$ cat config.mk
export PLATFORM = sky130hd
export DESIGN_NAME = array_priority_queue
export DESIGN_NICKNAME = d
export VERILOG_FILES = /design/src/apq_pkg.sv /design/src/array_priority_queue.sv
export VERILOG_INCLUDE_DIRS = /design/src /design/src/src
export SDC_FILE = /design/constraint.sdc
export NUM_CORES = 1
export LEC_CHECK = 0
export ABC_CLOCK_PERIOD_IN_PS = 7950
export BUFFER_PORTS_ARGS = -buffer_cell sky130_fd_sc_hd__buf_4
export CAP_MARGIN = 20
export CELL_PAD_IN_SITES_DETAIL_PLACEMENT = 1
export CELL_PAD_IN_SITES_GLOBAL_PLACEMENT = 1
export CORE_ASPECT_RATIO = 1.75
export CORE_UTILIZATION = 45
export CTS_CLUSTER_DIAMETER = 200
export DETAILED_ROUTE_END_ITERATION = 10
export PLACE_DENSITY = 0.8
export SLEW_MARGIN = 20
export SYNTH_ARGS = -nofsm -noshare
export SYNTH_HDL_FRONTEND = slang
export SYNTH_SLANG_ARGS = --single-unit
$ cat constraint.sdc
create_clock -name clk -period 7.95 [get_ports clk]
set_input_delay 1.9875 -clock clk [delete_from_list [all_inputs] [get_ports clk]]
set_output_delay 1.9875 -clock clk [all_outputs]
set_load 0.01 [all_outputs]
$ cat src/assert_macros.svh
// Assertion helpers for the RTL files.
// Each macro expects a clock named clk and an active-low reset named rst_n in scope.
`ifndef ASSERT_MACROS_SVH
`define ASSERT_MACROS_SVH

// Same-cycle implication, checked at every rising clock edge outside reset.
`define APQ_ASSERT_NOW(label, ante, cons, msg) \
    label: assert property (@(posedge clk) disable iff (!rst_n) (ante) |-> (cons)) \
        else $error(msg);

// Next-cycle implication, checked at every rising clock edge outside reset.
`define APQ_ASSERT_NEXT(label, ante, cons, msg) \
    label: assert property (@(posedge clk) disable iff (!rst_n) (ante) |=> (cons)) \
        else $error(msg);

`endif

$ cat src/apq_pkg.sv
package apq_pkg;

    // Field widths fixed by the interface.
    localparam int DATA_W   = 32;
    localparam int CAP_W    = 4;
    localparam int STATUS_W = 2;
    localparam int PADDR_W  = 3;
    localparam int PDATA_W  = 32;

    // Capacity after reset.
    localparam logic [CAP_W-1:0] CAP_RESET = 4'd8;

    // Register index bit of the capacity register (byte address 0).
    localparam logic CAP_REG_IDX = 1'b0;

    // Operation codes.
    localparam logic OP_PUSH = 1'b0;
    localparam logic OP_POP  = 1'b1;

    // Result status codes.
    typedef enum logic [STATUS_W-1:0] {
        STAT_OK    = 2'd0,
        STAT_FULL  = 2'd1,
        STAT_EMPTY = 2'd2
    } apq_status_t;

    // Sequencer states.
    typedef enum logic [1:0] {
        ST_IDLE,
        ST_SCAN,
        ST_SHIFT,
        ST_RESULT
    } apq_state_t;

endpackage

$ cat src/array_priority_queue.sv
// Bounded priority queue kept as an unsorted array in arrival order.
// Input channel (in_valid/in_ready): opcode selects push or pop; a push carries
// item_data and item_priority. Every accepted transfer yields exactly one result
// transfer on the output channel (out_valid/out_ready) with status, the popped
// pair (zero unless a pop succeeded), entry_count, is_empty and is_full.
// Entries live in a single-port-read, single-port-write memory. A pop walks the
// memory once to find the highest priority (oldest wins a tie), then walks again
// to move later entries down, one memory read and one write per cycle.
// A push or a rejected pop goes straight to the result state; a pop with
// entries held first scans them all, then shifts the entries behind the
// winner (slot 0 is the oldest) down before its result. A new item is taken
// only when the sequencer is idle, so no item is taken before the last result
// is staged.
// The result sits in an output register: a stall on out_ready holds it there,
// the block still accepts the next item and waits only before writing the next
// result. Reset empties the queue and sets the capacity register to 8; entry
// storage is not cleared. The capacity register sits at byte address 0 of the
// APB port and is meant to be written only while the block is idle.
module array_priority_queue #(
    parameter int DEPTH = 8
) (
    input  logic                               clk,
    input  logic                               rst_n,
    // Input channel
    input  logic                               in_valid,
    output logic                               in_ready,
    input  logic                               opcode,
    input  logic signed [apq_pkg::DATA_W-1:0]  item_data,
    input  logic signed [apq_pkg::DATA_W-1:0]  item_priority,
    // Output channel
    output logic                               out_valid,
    input  logic                               out_ready,
    output logic [apq_pkg::STATUS_W-1:0]       status,
    output logic signed [apq_pkg::DATA_W-1:0]  popped_data,
    output logic signed [apq_pkg::DATA_W-1:0]  popped_priority,
    output logic [$clog2(DEPTH+1)-1:0]         entry_count,
    output logic                               is_empty,
    output logic                               is_full,
    // Configuration port
    input  logic                               psel,
    input  logic                               penable,
    input  logic                               pwrite,
    input  logic [apq_pkg::PADDR_W-1:0]        paddr,
    input  logic [apq_pkg::PDATA_W-1:0]        pwdata,
    output logic [apq_pkg::PDATA_W-1:0]        prdata,
    output logic                               pready
);
    import apq_pkg::*;

    localparam int CNT_W   = $clog2(DEPTH + 1);
    localparam int AW      = (DEPTH > 1) ? $clog2(DEPTH) : 1;
    localparam int IW      = $clog2(DEPTH + 2);
    localparam int CMP_W   = (CNT_W > CAP_W) ? CNT_W : CAP_W;
    localparam int ENTRY_W = 2 * DATA_W;

    // Control state
    apq_state_t           state_reg, state_next;
    logic [CNT_W-1:0]     count_reg, count_next;
    logic [CAP_W-1:0]     cap_reg;
    logic [IW-1:0]        idx_reg, idx_next;
    logic                 out_valid_reg, out_valid_next;

    // Datapath registers
    logic [AW-1:0]        best_idx_reg, best_idx_next;
    logic [DATA_W-1:0]    best_data_reg, best_data_next;
    logic [DATA_W-1:0]    best_pri_reg, best_pri_next;
    apq_status_t          pend_status_reg, pend_status_next;
    logic [DATA_W-1:0]    pend_data_reg, pend_data_next;
    logic [DATA_W-1:0]    pend_pri_reg, pend_pri_next;
    apq_status_t          status_reg;
    logic [DATA_W-1:0]    pdata_reg, ppri_reg;
    logic [CNT_W-1:0]     ocount_reg;
    logic                 oempty_reg, ofull_reg;

    // Entry memory, data in the upper half and priority in the lower half
    logic [ENTRY_W-1:0]   mem [DEPTH];
    logic [ENTRY_W-1:0]   rd_data_reg;
    logic                 mem_we;
    logic [AW-1:0]        mem_waddr, mem_raddr;
    logic [ENTRY_W-1:0]   mem_wdata;

    // Helper signals
    logic                 in_fire, cfg_write, out_free;
    logic [CMP_W-1:0]     cap_ext, cap_lim, count_cmp;
    logic [IW-1:0]        count_ix, idx_m1, idx_m2, best_ix, best_final_ix;
    logic [AW-1:0]        best_final;
    logic [DATA_W-1:0]    rd_data, rd_pri;
    logic                 scan_hit, scan_end, shift_end;

    // Handshake and limit decoding
    assign in_fire   = in_valid && in_ready;
    assign cfg_write = psel && penable && pwrite && pready;
    assign out_free  = !out_valid_reg || out_ready;
    assign cap_ext   = CMP_W'(cap_reg);
    assign cap_lim   = (cap_ext > CMP_W'(DEPTH)) ? CMP_W'(DEPTH) : cap_ext;
    assign count_cmp = CMP_W'(count_reg);
    assign count_ix  = IW'(count_reg);

    // Scan and shift bookkeeping
    assign idx_m1        = idx_reg - IW'(1);
    assign idx_m2        = idx_reg - IW'(2);
    assign rd_data       = rd_data_reg[ENTRY_W-1:DATA_W];
    assign rd_pri        = rd_data_reg[DATA_W-1:0];
    assign scan_hit      = (idx_reg == IW'(1)) ||
                           ($signed(rd_pri) > $signed(best_pri_reg));
    assign scan_end      = (idx_reg == count_ix);
    assign shift_end     = (idx_reg >= count_ix);
    assign best_final    = scan_hit ? idx_m1[AW-1:0] : best_idx_reg;
    assign best_final_ix = IW'(best_final);
    assign best_ix       = IW'(best_idx_reg);

    // The block takes a new item whenever the sequencer is idle.
    assign in_ready = (state_reg == ST_IDLE);

    // Next-state logic of the sequencer.
    always_comb
    begin
        state_next = state_reg;
        case (state_reg)
            ST_IDLE:
            begin
                if (in_fire)
                begin
                    if (opcode == OP_POP && count_reg != '0)
                    begin
                        state_next = ST_SCAN;
                    end
                    else
                    begin
                        state_next = ST_RESULT;
                    end
                end
            end
            ST_SCAN:
            begin
                if (scan_end)
                begin
                    state_next = ST_SHIFT;
                end
            end
            ST_SHIFT:
            begin
                if (shift_end)
                begin
                    state_next = ST_RESULT;
                end
            end
            ST_RESULT:
            begin
                if (out_free)
                begin
                    state_next = ST_IDLE;
                end
            end
            default:
            begin
                state_next = ST_IDLE;
            end
        endcase
    end

    // Datapath and memory control for each state.
    always_comb
    begin
        count_next       = count_reg;
        idx_next         = idx_reg;
        out_valid_next   = out_valid_reg && !out_ready;
        best_idx_next    = best_idx_reg;
        best_data_next   = best_data_reg;
        best_pri_next    = best_pri_reg;
        pend_status_next = pend_status_reg;
        pend_data_next   = pend_data_reg;
        pend_pri_next    = pend_pri_reg;
        mem_we           = 1'b0;
        mem_waddr        = '0;
        mem_wdata        = {item_data, item_priority};
        mem_raddr        = '0;
        case (state_reg)
            ST_IDLE:
            begin
                if (in_fire)
                begin
                    pend_status_next = STAT_OK;
                    pend_data_next   = '0;
                    pend_pri_next    = '0;
                    idx_next         = '0;
                    if (opcode == OP_PUSH)
                    begin
                        if (count_cmp >= cap_lim)
                        begin
                            pend_status_next = STAT_FULL;
                        end
                        else
                        begin
                            mem_we     = 1'b1;
                            mem_waddr  = count_reg[AW-1:0];
                            count_next = count_reg + CNT_W'(1);
                        end
                    end
                    else if (count_reg == '0)
                    begin
                        pend_status_next = STAT_EMPTY;
                    end
                end
            end
            ST_SCAN:
            begin
                // Read one entry a cycle; compare the entry read the cycle before.
                if (idx_reg < count_ix)
                begin
                    mem_raddr = idx_reg[AW-1:0];
                end
                if (idx_reg != '0 && scan_hit)
                begin
                    best_idx_next  = idx_m1[AW-1:0];
                    best_data_next = rd_data;
                    best_pri_next  = rd_pri;
                end
                if (scan_end)
                begin
                    idx_next = best_final_ix + IW'(1);
                end
                else
                begin
                    idx_next = idx_reg + IW'(1);
                end
            end
            ST_SHIFT:
            begin
                // Each entry behind the winner moves down one slot.
                if (idx_reg < count_ix)
                begin
                    mem_raddr = idx_reg[AW-1:0];
                end
                if (idx_reg >= best_ix + IW'(2))
                begin
                    mem_we    = 1'b1;
                    mem_waddr = idx_m2[AW-1:0];
                    mem_wdata = rd_data_reg;
                end
                idx_next = idx_reg + IW'(1);
                if (shift_end)
                begin
                    count_next     = count_reg - CNT_W'(1);
                    pend_data_next = best_data_reg;
                    pend_pri_next  = best_pri_reg;
                end
            end
            ST_RESULT:
            begin
                if (out_free)
                begin
                    out_valid_next = 1'b1;
                end
            end
            default:
            begin
                out_valid_next = out_valid_reg && !out_ready;
            end
        endcase
    end

    // Control registers.
    always_ff @(posedge clk or negedge rst_n)
    begin
        if (!rst_n)
        begin
            state_reg     <= ST_IDLE;
            count_reg     <= '0;
            cap_reg       <= CAP_RESET;
            idx_reg       <= '0;
            out_valid_reg <= 1'b0;
        end
        else
        begin
            state_reg     <= state_next;
            count_reg     <= count_next;
            idx_reg       <= idx_next;
            out_valid_reg <= out_valid_next;
            if (cfg_write && paddr[2] == CAP_REG_IDX)
            begin
                cap_reg <= pwdata[CAP_W-1:0];
            end
        end
    end

    // Payload registers; the result register loads when the result transfer is staged.
    always_ff @(posedge clk)
    begin
        best_idx_reg    <= best_idx_next;
        best_data_reg   <= best_data_next;
        best_pri_reg    <= best_pri_next;
        pend_status_reg <= pend_status_next;
        pend_data_reg   <= pend_data_next;
        pend_pri_reg    <= pend_pri_next;
        if (state_reg == ST_RESULT && out_free)
        begin
            status_reg <= pend_status_reg;
            pdata_reg  <= pend_data_reg;
            ppri_reg   <= pend_pri_reg;
            ocount_reg <= count_reg;
            oempty_reg <= (count_reg == '0);
            ofull_reg  <= (count_cmp >= cap_lim);
        end
    end

    // Entry memory: one write and one registered read per cycle.
    always_ff @(posedge clk)
    begin
        if (mem_we)
        begin
            mem[mem_waddr] <= mem_wdata;
        end
        rd_data_reg <= mem[mem_raddr];
    end

    // Output and configuration read drive.
    assign out_valid       = out_valid_reg;
    assign status          = status_reg;
    assign popped_data     = pdata_reg;
    assign popped_priority = ppri_reg;
    assign entry_count     = ocount_reg;
    assign is_empty        = oempty_reg;
    assign is_full         = ofull_reg;
    assign pready          = 1'b1;
    assign prdata          = (paddr[2] == CAP_REG_IDX) ?
                             {(PDATA_W - CAP_W)'(0), cap_reg} : '0;

    // Checks on the queue bookkeeping.
    `include "assert_macros.svh"

    `APQ_ASSERT_NOW(a_count_bound, 1'b1, count_reg <= CNT_W'(DEPTH), "entry count beyond depth")
    `APQ_ASSERT_NEXT(a_push_grows, in_fire && opcode == OP_PUSH && count_cmp < cap_lim, count_reg == $past(count_reg) + CNT_W'(1), "accepted push did not add an entry")
    `APQ_ASSERT_NOW(a_shift_winner, state_reg == ST_SHIFT, best_ix < count_ix, "winning index outside held entries")
    `APQ_ASSERT_NOW(a_reject_zero, out_valid_reg && status_reg != STAT_OK, pdata_reg == '0 && ppri_reg == '0, "rejected operation returned a nonzero pair")
    `APQ_ASSERT_NOW(a_empty_pop, out_valid_reg && status_reg == STAT_EMPTY, ocount_reg == '0 && oempty_reg, "empty pop reported entries held")

endmodule
==> metrics.txt <==
status=completed; share of power burned in the clock network=27.0%; EDFF count, synth=717; grt ovf=0; antenna cells=0; Starting Density=45.6%; Clk pin slew, worst setup/hold paths=0.07 ns; Die Span X=200 um; Sw Share=30.9%; Clk Latency, worst-skew pair=0.62 ns; Slew Limit Fails=0; max FFs per register=512; FP Rows=126; core box area=0.0675 sq mm; global-route met3 utilization=2.84%; DRT Wirelength=73.5 mm; die height=348 um; clk_skew=0.0239 ns; R2R depth=12; DR iter-0 viols=1022; CP Max Fanout=69; worst rel slew slack=25.2%; FF-to-FF setup slack=2.21 ns; Async SR Flop Fraction=1.88%; Comb power frac=24.1%; Area Overhead vs Synth=14.8%; Slew @ Worst Pin=1.12 ns; maxcap violations=0; CTS max path bufs=3; GR Layer Usage met2=39.2%; Ports=214; CTS sink count=796; endpoints failing hold=0; remaining routing DRC violations=0; Pre-antenna DRT Iters=5; type of origin of the critical path=flip-flop; Reg power frac=48.9%; antenna violations before repair=0; Placed Instances=2756; largest net degree at the start of global routing=77; ANT nets after route=0; RSZ-0062 raised after global routing=false; ys flop type=edfxtp_1; Int Power=8.71 mW; synth unique cells=58; FMAX=174 MHz; first-pass GRT wire length=110 mm; Seq/Total Area, Yosys=75.3%; final net count=2100; PwrDens=357 mW/mm^2; layout cells sized above 1=25.7%; via count=16200; post-layout minimum cycle time=5.74 ns; VDD IR max=0.000322 V; Avg Cell Area, Syn=17.5 sq um; gr usage total=21.6%; die area=0.0695 sq mm; Pwr Total=12.6 mW; Final Cycle Share=72.2%; most crowded layer after global routing=met2; largest cells by area after synthesis=edfxtp_1 70%, mux2_2 4.8%, mux4_2 4.7%; Gate Count Post-Synth=1761; via density per instance=5.60; arrival time worst endpoint=5.97 ns; FF-to-FF Start=idx_reg[0]; Synth Cell Area=0.0308 sq mm; leakage=12.2 nW; met1 global-route usage=26.0%; HP Class=flip-flop to flip-flop; Worst Setup SP=idx_reg[0]; post-CTS setup buffers=0; fin cells=2886; Detail Placement HPWL=40.9 mm; Critical Path Sink=mem[4][54]; TritonCTS clock tree=built; setup violation total in the final timing report=0; synthesized flop and latch total=796; vias in the first global route=17800; clock buffer count from CTS=69; H-tree levels=3; reg2reg end=mem[4][54]; largest area contributor in the netlist=edfxtp_1; YS warnings=0; clock root cell=clkbuf_16; Crit. End Element=flip-flop; WS Path Type=flip-flop to flip-flop; hold-fix buffer count after cts=0; Place WS=2.22 ns; post-route setup slack=2.21 ns; GP Congestion=0.830; DR WL/cell=25.5 um; fin util=52.4%; Port Buf Inserts=154; Synth top area share=69.9%; CP required=8.19 ns; Psw=3.90 mW; Resize count post-CTS=0
## metal layers
metal	vias to the layer above	part of all wire (%)
met5	-	0
met1	8472	39
met3	110	4.9
met2	551	54
met4	0	2.4
li1	7042	-
## worst max-delay path, stage by stage, from the launching register on
cell      delay [ns]
dfrtp_4         0.97
inv_1           0.28
ha_1            0.35
nand2b_1        0.14
a21o_1          0.17
a21o_1          0.17
a21oi_1         0.33
nor2_4          0.03
buf_4           0.34
a22oi_1         0.90
o21ai_0         0.66
a211oi_4        0.38
buf_4           0.57
## area by class of cell
cell class	count	area, sq um
Tap cell	896	1120
Inverter	47	176
Timing Repair Buffer	182	1440
Fill cell	6266	32100
Multi-Input combinational cell	838	7140
Sequential cell	796	23200
Clock buffer	87	1920
Clock inverter	40	359
## cell usage in the layout, fill, tap and decap left out, drive strengths merged, types with 4 or more instances in the layout
cell,netlist,layout
dfrtp,14,14
o22ai,64,64
nor2b,10,10
conb,2,29
a21o,9,9
buf,60,182
dfxtp,64,64
mux4,64,64
nand3,5,5
nand2b,7,7
nor3b,5,5
o21ai,80,80
nand2,154,154
nand4,9,9
edfxtp,717,717
nor2,45,45
inv,47,50
a21oi,19,19
and2,37,37
clkinv,0,24
mux2i,65,65
ha,58,58
bufinv,0,5
a211oi,5,5
clkinvlp,0,8
xnor2,4,4
mux2,132,132
clkbuf,47,87
## worst min path at each step
stage,from,endpoint,slack [ns],cells past startpoint
finish,pend_pri_reg[31],popped_priority[31],0.41,0
detailed placement,pend_data_reg[13],popped_data[13],0.41,0
CTS,pend_pri_reg[31],popped_priority[31],0.41,0
global placement,pend_data_reg[7],popped_data[7],0.40,0
global route,pend_pri_reg[11],popped_priority[11],0.42,0
floorplan,pend_data_reg[0],popped_data[0],0.40,0
## kinds of logic (layout without fill, tap and decap cells)
| group | count (synthesis) | after routing | share of synthesized area, % |
|---|---|---|---|
| flip-flops | 796 | 796 | 75.3 |
| XOR/XNOR | 6 | 6 | 0.171 |
| other | 2 | 29 | 0.0244 |
| multiplexers | 261 | 261 | 11.6 |
| buffers and inverters | 154 | 356 | 2.28 |
| AO/OA/AOI/OAI | 198 | 198 | 3.89 |
| adder cells (fa/ha/maj) | 59 | 59 | 2.42 |
| AND/OR/NAND/NOR | 285 | 285 | 4.26 |
## synthesized netlist by cell type (all sizes together) (2+ instances only)
| library cell | number |
|---|---|
| a2111o | 3 |
| a211oi | 5 |
| a21o | 9 |
| a21oi | 19 |
| a22oi | 2 |
| and2 | 37 |
| and4 | 3 |
| buf | 60 |
| clkbuf | 47 |
| conb | 2 |
| dfrtp | 14 |
| dfxtp | 64 |
| edfxtp | 717 |
| ha | 58 |
| inv | 47 |
| mux2 | 132 |
| mux2i | 65 |
| mux4 | 64 |
| nand2 | 154 |
| nand2b | 7 |
| nand3 | 5 |
| nand4 | 9 |
| nor2 | 45 |
| nor2b | 10 |
| nor3 | 3 |
| nor3b | 5 |
| o211ai | 3 |
| o21a | 2 |
| o21ai | 80 |
| o221ai | 2 |
| o22ai | 64 |
| or4 | 2 |
| xnor2 | 4 |
| xor2 | 2 |
## power groups by stage
stage | Sequential [mW] | Clock [mW] | Combinational (mW)
floorplan | 6.13 | 0 | 1.87
CTS | 6.18 | 3.46 | 3.07
finish | 6.17 | 3.40 | 3.04
global route | 6.24 | 3.60 | 3.32
detailed placement | 6.26 | 0 | 3.02
global placement | 6.19 | 0 | 2.86
## through the flow
| stage | cell area, sq um | setup TNS, ns | hold slack (ns) |
|---|---|---|---|
| 6_report | 35300 | 0 | 0.412 |
| 5_1_grt | 35300 | 0 | 0.422 |
| 2_1_floorplan | 30900 | -62.65 | 0.400 |
| 4_1_cts | 35300 | 0 | 0.415 |
| 3_5_place_dp | 33000 | 0 | 0.406 |
| 3_3_place_gp | 33000 | 0 | 0.403 |
No activity file was read; power rests on OpenSTA's default activity.
